`config.mk`:
```
export PLATFORM = sky130hd
export DESIGN_NAME = mlt_queue
export DESIGN_NICKNAME = d
export VERILOG_FILES = /design/src/design/mlt_pkg.sv /design/src/design/mlt_queue.sv
export SDC_FILE = /design/constraint.sdc
export NUM_CORES = 1
export LEC_CHECK = 0
export CORE_UTILIZATION = 28
export DETAILED_ROUTE_END_ITERATION = 12
export DONT_BUFFER_PORTS = 1
export GPL_TIMING_DRIVEN = 0
export SLEW_MARGIN = 20
export SYNTH_ARGS = -nofsm -noshare
export SYNTH_HDL_FRONTEND = slang
export SYNTH_SLANG_ARGS = --single-unit
```
`constraint.sdc`:
```
create_clock -name clk_i -period 4 [get_ports clk_i]
set_clock_uncertainty 0.1 [all_clocks]
set_input_delay 0.4 -clock clk_i [delete_from_list [all_inputs] [get_ports clk_i]]
set_output_delay 0.4 -clock clk_i [all_outputs]
set_load 0.05 [all_outputs]
```
`src/design/mlt_pkg.sv`:
```
// Shared types and constants of the MAC learning table.
`timescale 1ns / 1ps
package mlt_pkg;

  localparam int unsigned NUM_BUCKETS_DEF = 20;
  localparam int unsigned WAYS_DEF        = 4;

  localparam int unsigned HASH_MUL  = 29 * 11;
  localparam int unsigned HASH_DIV  = 19;
  localparam int unsigned MAC_LOW_W = 24;

  localparam int unsigned BKT_W = 6;

  localparam logic [15:0] AGE_LIMIT_RST    = 16'd300;
  localparam logic [11:0] DEFAULT_VLAN_RST = 12'd1;

  localparam logic [1:0] CMD_LEARN  = 2'd0;
  localparam logic [1:0] CMD_LOOKUP = 2'd1;
  localparam logic [1:0] CMD_TICK   = 2'd2;
  localparam logic [1:0] CMD_SWEEP  = 2'd3;

  localparam logic [2:0] ST_NEW     = 3'd0;
  localparam logic [2:0] ST_REFRESH = 3'd1;
  localparam logic [2:0] ST_FULL    = 3'd2;
  localparam logic [2:0] ST_HIT     = 3'd3;
  localparam logic [2:0] ST_MISS    = 3'd4;
  localparam logic [2:0] ST_TICKED  = 3'd5;
  localparam logic [2:0] ST_SWEPT   = 3'd6;

  localparam logic ADDR_AGE_LIMIT    = 1'b0;
  localparam logic ADDR_DEFAULT_VLAN = 1'b1;

  typedef struct packed {
    logic [1:0]       command;
    logic [47:0]      mac;
    logic             vlan_tagged;
    logic [11:0]      vlan_id;
    logic [4:0]       ingress_port;
    logic [BKT_W-1:0] bucket;
  } item_t;

  typedef struct packed {
    logic [47:0] mac;
    logic [11:0] vlan;
    logic [4:0]  port;
    logic [31:0] stamp;
  } entry_t;

  typedef struct packed {
    logic [15:0] age_limit;
    logic [11:0] default_vlan;
  } cfg_t;

  typedef struct packed {
    logic [2:0]  status;
    logic        hit;
    logic [4:0]  out_port;
    logic [11:0] out_vlan;
    logic [31:0] entry_age;
    logic [6:0]  removed_count;
    logic [4:0]  bucket_index;
  } res_t;

endpackage

```
`src/design/mlt_queue.sv`:
```
// Two-entry queue between the front end and the table engine.
`timescale 1ns / 1ps
module mlt_queue (
  input  logic           clk_i,
  input  logic           rst_ni,
  input  mlt_pkg::item_t push_item_i,
  input  logic           push_valid_i,
  output logic           push_ready_o,
  output mlt_pkg::item_t pop_item_o,
  output logic           pop_valid_o,
  input  logic           pop_ready_i
);

  mlt_pkg::item_t slot_q [2];
  logic           wptr_q, rptr_q;
  logic [1:0]     count_q;
  logic           push, pop;

  assign push_ready_o = (count_q != 2'd2);
  assign pop_valid_o  = (count_q != 2'd0);
  assign push         = push_valid_i && push_ready_o;
  assign pop          = pop_valid_o && pop_ready_i;
  assign pop_item_o   = slot_q[rptr_q];

  always_ff @(posedge clk_i) begin
    if (push) begin
      slot_q[wptr_q] <= push_item_i;
    end
  end

  always_ff @(posedge clk_i or negedge rst_ni) begin
    if (!rst_ni) begin
      wptr_q  <= 1'b0;
      rptr_q  <= 1'b0;
      count_q <= 2'd0;
    end else begin
      if (push) begin
        wptr_q <= ~wptr_q;
      end
      if (pop) begin
        rptr_q <= ~rptr_q;
      end
      count_q <= count_q + {1'b0, push} - {1'b0, pop};
    end
  end

endmodule

```
==> impl_metrics.toml, run 1 <==
[min_path]
hold_path_end = "rptr_q$_DFFE_PN0P_"
hold_start = "pop_ready_i"
whs_path_depth = 2
hold_class = "input pin to register"

[global_route]
antenna_found_initial = 0
grt_pass1_wl_um = 15950
grt_use_total = 0.1023
grt_max_degree = 44
grt_pass1_vias = 2857
grt_overflow = 0

[route]
num_vias = 2580
totalWireLength_um = 10300
drc = 0
ant_nets = 0
routedWlPerCell_um = 16.41
dr.pass1.iters = 4
drt-initial-drc-count = 92
via_per_inst = 4.108

[synth]
synth_compound_area_frac = 0
synth-simple-area-share = 0.005668
synth_warnings = 0
synth_nets = 327
synth_area_per_cell_sq_um = 23.24
yosys_register_bits = 152
yosys.cell_count.top_type = "edfxtp_1"
synth_top_flop_cell = "edfxtp_1"
synthAdderAreaFrac = 0.004360
synth_area_leaders = "edfxtp_1 77%, mux2_4 13%, mux2_2 4.7%"
synth_edf_count = 148
synth_top_family_by_area = "multiplexers"
muxShareOfSynthArea = 0.1779
synthTopCellsByCount = "148 x edfxtp_1, 50 x mux2_4, 24 x mux2_2"
synth.largest_area_cell = "edfxtp_1"
synth_top_area_frac = 0.7744
syn_area_sq_um = 5739
seq_area_frac_synth = 0.7918
synthCells = 247
synth_cell_type_count = 16
async_reset_ff_frac = 0.02632
synth_xor_xnor_area_share = 0.006104

[setup_path]
critical_path.max_fanout = 27
worstReg2RegStart = "count_q[0]$_DFF_PN0_"
rrSetupSlack_ps = 1520
reg2reg_depth = 5
r2r_end = "slot_q[0][55]$_DFFE_PP_"
worstSetupPathType = "register to register"
endpoint_kind = "register"
start_kind = "register"
crit_path_cell_trace = "nand2b_1 -> nand2_1 -> nor2_4 -> buf_8 -> buf_12"
cp.arrival_ps = 2480
slowest_stage = "nand2b_1"
crit_required_ps = 4000
max_stage_delay_ps = 520

[clocking]
htree_levels = 4
clkSinkCount = 152
clk_latency_ps = 410
cts_buffers = 17
clkTransAtPathRegs_ps = 60
cts.repair.resized = 0
cts_tree = "built"
cts_root_buffer = "clkbuf_16"
ctsLongestPathBuffers = 2

[die]
die_area_sq_um = 21070
core_region_area_sq_um = 20170
start_util = 0.2846
die_h_um = 145.2
io_pins = 154
die_w_um = 145.2
rows = 52

[cells_and_area]
area_growth_pct = 30.87
drive_above_1_share = 0.3240
nets = 425
fin_util = 0.3724
diodes = 0
fillerInstances = 1855

[timing]
slew_headroom = 0.5776
fin_ws_ps = 1523
rsz0062_at_grt = "false"
fmax_ghz = 0.4037
period_minus_slack_ps = 2477
drv_slew = 0
setup_violations = 0
finalHoldViolations = 0
fin_crit_sh = 0.6193
worst_pin_slew_ps = 633.6

[placed_design]
pre_cts_slack_ps = 1523
numPortBuffers = 0
dpl.hpwl_um = 6759
gp_congestion = 0.6621

[pwr]
pwr_density_cell_nw_per_um2 = 862.8
irDropWorstVdd_v = 0.0003901
leakage_nw = 2.652

[run_status]
status = "complete, no violations"

[job]
drv_cap = 0
where the power goes:
part | internal, mW | switching (mW)
clock network | 0.980 | 0.604
registers | 2.18 | 0.0908
logic | 0.751 | 1.88
total | 3.91 | 2.57
worst max-delay path: cells and delay by family, from the launching register on:
| kind | cells | cell delay (ps) |
|---|---|---|
| buf+inv | 2 | 430 |
| simple gates | 3 | 1240 |
| flops | 1 | 360 |
per-layer routing:
layer	vias up	part of all wire	track usage
li1	1175	-	-
met1	1291	0.40	0.1125
met2	103	0.53	0.1772
met3	11	0.063	0.03868
met4	0	0.013	0.04105
met5	-	0	0
cells by family (layout without fill, tap and decap cells):
group / Yosys count / in the layout
xor+xnor: 4 / 4
fa+ha+maj: 2 / 2
buf+inv: 9 / 120
flops: 152 / 152
mux: 74 / 74
simple gates: 6 / 6
cells in the final DEF, fill, tap and decap left out, drive strengths merged:
master | netlist | final
mux2 | 74 | 74
xor2 | 1 | 1
ha | 2 | 2
bufinv | 0 | 3
and2 | 1 | 1
nand2b | 1 | 1
or2 | 1 | 1
dfrtp | 4 | 4
and3 | 1 | 1
inv | 1 | 2
buf | 8 | 12
nand2 | 1 | 1
clkinv | 0 | 7
edfxtp | 148 | 148
dlygate4sd3 | 0 | 75
nor2 | 1 | 1
clkbuf | 0 | 20
xnor2 | 3 | 3
clkinvlp | 0 | 1
how the worst max path moves through the flow:
stage / startpoint / end / slack (ps) / cells past startpoint
floorplan: count_q[0]$_DFF_PN0_ / slot_q[0][0]$_DFFE_PP_ / 520 / 3
global placement: count_q[0]$_DFF_PN0_ / slot_q[0][58]$_DFFE_PP_ / -570 / 3
detailed placement: count_q[0]$_DFF_PN0_ / slot_q[0][55]$_DFFE_PP_ / 1520 / 5
CTS: count_q[0]$_DFF_PN0_ / slot_q[0][45]$_DFFE_PP_ / 1510 / 5
global route: count_q[0]$_DFF_PN0_ / slot_q[0][45]$_DFFE_PP_ / 1340 / 5
finish: count_q[0]$_DFF_PN0_ / slot_q[0][55]$_DFFE_PP_ / 1520 / 5
sequential cells by signal, summed over array words and instances (netlist names):
signal / count
count_q: 2
rptr_q: 1
slot_q: 148
wptr_q: 1
through the flow:
| step | instances | power, mW | hold WS, ps | TNS (ps) | instance area (sq um) |
|---|---|---|---|---|---|
| floorplan | 247 | 4.563 | 4.409 | 0 | 5742 |
| global placement | 517 | 4.830 | 4.629 | -55380 | 6080 |
| detailed placement | 521 | 4.910 | 4.646 | 0 | 6172 |
| CTS | 628 | 6.598 | 119.6 | 0 | 7511 |
| global route | 628 | 6.749 | 127.6 | 0 | 7511 |
| finish | 628 | 6.481 | 144.9 | 0 | 7511 |
cell type report:
class                           instances  area (sq um)  area share
Clock inverter                         12         151.4     0.02016
Timing Repair Buffer                   79         833.3      0.1109
Multi-Input combinational cell         86          1126      0.1499
Clock buffer                           20         436.7     0.05814
Sequential cell                       152          4544      0.6050
Buffer                                  8         77.57     0.01033
Tap cell                              270         337.8     0.04498
Inverter                                1         3.754   0.0004998
timing repair:
item / in CTS / in global routing
hold endpoints to repair: 152 / 0
buffers inserted: 0 / 0
hold buffers: 75 / 0
Power figures use the tool's default switching activity.
==> run 2: changes to the inputs <==
clock period = 2.1 ns   (was 4 ns; I/O delays follow)
==> impl_metrics.toml, run 2 (synthesized netlist as in run 1, its figures left out) <==
[run_status]
status = "complete, no violations"

[timing]
setup_violations = 0
finalHoldViolations = 0
fmax_ghz = 0.5056
period_minus_slack_ps = 1978
fin_crit_sh = 0.9418
setup_tns_ps = 0
slew_headroom = 0.5993
worst_pin_slew_ps = 601.0
drv_slew = 0
holdWs_ps = 199.0
rsz0062_at_grt = "false"
fin_ws_ps = 122.3

[cells_and_area]
fillerInstances = 1854
area_growth_pct = 31.33
nets = 429
diodes = 0
largest_register_ffs = 148
drive_above_1_share = 0.3453
final_cell_mix = "148 x edfxtp_1, 78 x dlygate4sd3_1, 50 x mux2_4"
final_common_cell = "edfxtp_1"
fin_util = 0.3737
regMostFlops = "slot_q"
design_area_sq_um = 7537
reg.largest.list = "slot_q (148), count_q (2)"

[global_route]
antenna_found_initial = 0
grt_pass1_vias = 2892
grt_use_total = 0.1023
grt_max_degree = 46
grt_overflow = 0
grt_pass1_wl_um = 15950

[clocking]
clkSinkCount = 152
clk_latency_ps = 400
clkTransAtPathRegs_ps = 60
htree_levels = 4
cts_tree = "built"
ctsLongestPathBuffers = 2
cts_root_buffer = "clkbuf_16"
cts_buffers = 17

[route]
routedWlPerCell_um = 16.39
dr.pass1.iters = 4
drc = 0
num_vias = 2624
drt-initial-drc-count = 122
totalWireLength_um = 10360
ant_nets = 0
via_per_inst = 4.152

[setup_path]
start_kind = "register"
crit_required_ps = 2330
max_stage_delay_ps = 440
slowest_stage = "dfrtp_2"
worstSetupPathType = "register to register"
endpoint_kind = "register"
crit_path_cell_trace = "or2_4 -> and2_1 -> ha_1 -> inv_1 -> ha_1 -> xnor2_1 -> xnor2_1"
critical_path.max_fanout = 3
cp.arrival_ps = 2200

[die]
start_util = 0.2846
die_area_sq_um = 21070
die_h_um = 145.2
core_region_area_sq_um = 20170
rows = 52
die_w_um = 145.2
io_pins = 154

[placed_design]
placed_area_sq_um = 6200
numPortBuffers = 0
pre_cts_slack_ps = -74.07
gp_congestion = 0.6496
dpl.hpwl_um = 6523

[min_path]
hold_class = "input pin to register"

[job]
drv_cap = 0

[pwr]
pwr_density_cell_nw_per_um2 = 1613
irDropWorstVdd_v = 0.0007389
leakage_nw = 2.658
==> run 2: cell count changes in the layout (fill, tap and decap cells not counted), sizes merged, moves of 2 or more <==
cell and delta:
clkinv -2, bufinv -3, clkinvlp +3, clkbuf -3, inv +5, dlygate4sd3 +3
==> run 2: metal layers <==
metal | wire length (um) | vias to the layer above | track usage
met3 | 645 | 10 | 0.04057
met4 | 137 | 0 | 0.04368
met1 | 4064 | 1331 | 0.1104
met2 | 5509 | 96 | 0.1772
li1 | - | 1187 | -
met5 | 0 | - | 0
==> run 2: critical path: cells and delay by family (launching register included) <==
kind,cells,cell delay [ps]
buffers and inverters,1,40
XOR/XNOR,2,310
AND/OR/NAND/NOR,2,550
adder cells (fa/ha/maj),2,460
flip-flops,1,440
==> run 2: through the flow <==
step / cells / power (mW)
floorplan: 247 / 8.698
global placement: 517 / 9.179
detailed placement: 521 / 9.384
CTS: 631 / 12.35
global route: 632 / 12.66
finish: 632 / 12.16
==> run 2: where the power goes <==
| group | total (mW) | internal, mW | switching [mW] |
|---|---|---|---|
| clock | 2.77 | 1.54 | 1.23 |
| sequential | 4.33 | 4.15 | 0.186 |
| combinational | 5.06 | 1.48 | 3.58 |
==> run 2: what timing repair did <==
item	CTS	global route
pin swaps	0	1
endpoints found under the hold margin	154	0
gates resized for setup	3	0
setup endpoints to repair	1	30
gates cloned	0	1
hold buffers	78	0
setup buffers	0	0
==> run 2: path summary, 6_finish.rpt <==
| path | from | depth (start not counted) | end | slack, ps |
|---|---|---|---|---|
| worst max-delay path | count_q[1]$_DFF_PN0_ | 7 | count_q[1]$_DFF_PN0_ | 120 |
| worst min-delay path | push_valid_i | 1 | slot_q[1][38]$_DFFE_PP_ | 200 |
| worst max register to register | count_q[1]$_DFF_PN0_ | 7 | count_q[1]$_DFF_PN0_ | 120 |
| worst min register to register | count_q[0]$_DFF_PN0_ | 1 | count_q[0]$_DFF_PN0_ | 460 |
| max in group asynchronous | rst_ni | 2 | count_q[1]$_DFF_PN0_ | 1170 |
| min in group asynchronous | rst_ni | 2 | count_q[0]$_DFF_PN0_ | 540 |
==> run 2: cell type report <==
class	instances	area (sq um)	share of cell area
Timing Repair Buffer	82	875.8	0.1162
Inverter	1	3.754	0.0004980
Sequential cell	152	4546	0.6031
Clock buffer	17	425.4	0.05644
Buffer	8	77.57	0.01029
Multi-Input combinational cell	87	1151	0.1527
Tap cell	270	337.8	0.04482
Clock inverter	15	120.1	0.01594
==> run 3: changes to the inputs <==
ABC_AREA = 1   (was not set)
CTS_CLUSTER_SIZE = 8   (was not set)
==> impl_metrics.toml, run 3 <==
[run_status]
status = "complete, no violations"

[clocking]
cts_tree = "built"
clk_latency_ps = 420
cts_buffers = 17
clkSinkCount = 152
htree_levels = 4
ctsLongestPathBuffers = 2
clkTransAtPathRegs_ps = 60
cts_root_buffer = "clkbuf_16"

[setup_path]
start_kind = "register"
critical_path.max_fanout = 10
crit_required_ps = 1790
reg2reg_depth = 10
worstSetupPathType = "register to primary output"
endpoint_kind = "primary output"
cp.arrival_ps = 1680

[cells_and_area]
reg.largest.list = "slot_q (148), count_q (2)"
drive_above_1_share = 0.2041
final_common_cell = "nand2_1"
area_growth_pct = 38.66
regMostFlops = "slot_q"
final_cell_mix = "181 x nand2_1, 148 x edfxtp_1, 78 x dlygate4sd3_1"
fin_util = 0.3973
nets = 601
fin_cells = 802
largest_register_ffs = 148

[pwr]
finalPower_mw = 13.05
leakage_nw = 2.953
irDropWorstVdd_v = 0.0005981
pwr_density_cell_nw_per_um2 = 1682

[route]
routedWlPerCell_um = 15.62
via_per_inst = 4.229
dr.pass1.iters = 4
drt-initial-drc-count = 122
num_vias = 3392
drc = 0
ant_nets = 0
totalWireLength_um = 12530

[synth]
yosys_register_bits = 152
synth_warnings = 0
syn_area_sq_um = 5595
synth_nets = 498
synth_edf_count = 148
synth_top_area_frac = 0.7943
synth.largest_area_cell = "edfxtp_1"
synth_area_leaders = "edfxtp_1 79%, nand2_1 16%, dfrtp_1 1.8%"
synth_top_flop_cell = "edfxtp_1"
synth_cell_type_count = 11
yosys.cell_count.top_type = "nand2_1"
synthTopCellsByCount = "235 x nand2_1, 148 x edfxtp_1, 10 x buf_2"
seq_area_frac_synth = 0.8122
async_reset_ff_frac = 0.02632
synth_area_per_cell_sq_um = 13.39
synthCells = 418

[global_route]
grt-busiest-layer = "met2"
grt.met1_usage = 0.1310
grt_pass1_wl_um = 18290
grt_use_total = 0.1232
grt_pass1_vias = 3449
antenna_found_initial = 3
grt_use_met3 = 0.04399
grt_overflow = 0
grt_util_met2 = 0.2195
grt_max_degree = 27

[timing]
fin_crit_sh = 0.9457
setup_violations = 0
period_minus_slack_ps = 1986
setup_tns_ps = 0
fmax_ghz = 0.5036
drv_slew = 0
slew_headroom = 0.5867
finalHoldViolations = 0
fin_ws_ps = 114.1
worst_pin_slew_ps = 616.5
rsz0062_at_grt = "true"

[die]
rows = 51
die_h_um = 143.4
die_area_sq_um = 20550
io_pins = 154
die_w_um = 143.4
start_util = 0.2866
core_region_area_sq_um = 19530

[placed_design]
gp_congestion = 0.7107
pre_cts_slack_ps = 27.79
post-place-cells = 688
dpl.hpwl_um = 7995
numPortBuffers = 0

[min_path]
hold_class = "input pin to register"
whs_path_depth = 1

[job]
drv_cap = 0
run 3: changes by cell type after synthesis, moves of 5 or more:
cell     before  now
nand2_1       1  235
mux2_4       50    0
mux2_2       24    0
buf_2         2   10
inv_1         1    8
buf_6         6    0
buf_4         0    5
run 3: cells by family (layout without fill, tap and decap cells):
logic type                 count (synthesis)  after routing  synth area share
and+or+nand+nor                          239            239            0.1610
DFF                                      152            152            0.8122
buffers and inverters                     25            141           0.02236
adders and majority gates                  2              2          0.004472
other                                      0              3                 0
run 3: layout make-up:
type	instances	area, sq um
timing repair buffer	83	880.8
tap	265	331.6
buffer	16	107.6
timing repair inverter	1	5.005
fill	1829	11770
clock buffer	20	436.7
inverter	9	37.54
clock inverter	12	152.6
multi-input combinational	241	1255
antenna	3	7.507
sequential	152	4544
run 3: metrics by stage:
stage / area (sq um) / hold slack, ps
6_report: 7759 / 346.1
3_3_place_gp: 5974 / -185.5
4_1_cts: 7584 / 318.5
5_1_grt: 7759 / 326.9
3_5_place_dp: 6075 / -185.5
2_1_floorplan: 5643 / -185.6
run 3: final timing paths:
check | from | endpoint | slack [ps]
worst min-delay path | push_item_i[51] | slot_q[0][51]$_DFFE_PP_ | 350
worst max register to register | count_q[1]$_DFF_PN0_ | count_q[1]$_DFF_PN0_ | 230
worst max-delay path | rptr_q$_DFFE_PN0P_ | pop_item_o[31] | 110
max in group asynchronous | rst_ni | rptr_q$_DFFE_PN0P_ | 1210
min in group asynchronous | rst_ni | wptr_q$_DFFE_PN0N_ | 510
worst min register to register | wptr_q$_DFFE_PN0N_ | wptr_q$_DFFE_PN0N_ | 370
run 3: repair_timing:
item / in CTS / in global routing
gates resized for setup: 55 / 35
endpoints found under the hold margin: 155 / 0
buffers inserted: 0 / 0
pin swaps: 0 / 0
gates cloned: 0 / 1
setup endpoints to repair: 61 / 96
hold buffers: 78 / 0
run 3: critical path, cell delays in order, from the launching register on:
cell and delay [ps]:
dfrtp_1 410, inv_2 80, buf_4 210, clkbuf_4 240, nand2_1 80, nand2_2 230
run 3: where the power goes:
group / leakage, nW / internal, mW / total, mW / switching, mW
Sequential: 1.42 / 4.13 / 4.30 / 0.172
Clock: 0.278 / 1.86 / 3.05 / 1.18
Combinational: 1.25 / 0.986 / 5.70 / 4.71
run 3: layer usage:
layer  part of all wire  vias to the layer above
met5                  0                        -
met4              0.013                        0
met3              0.063                       13
li1                   -                     1619
met1               0.40                     1647
met2               0.52                      113
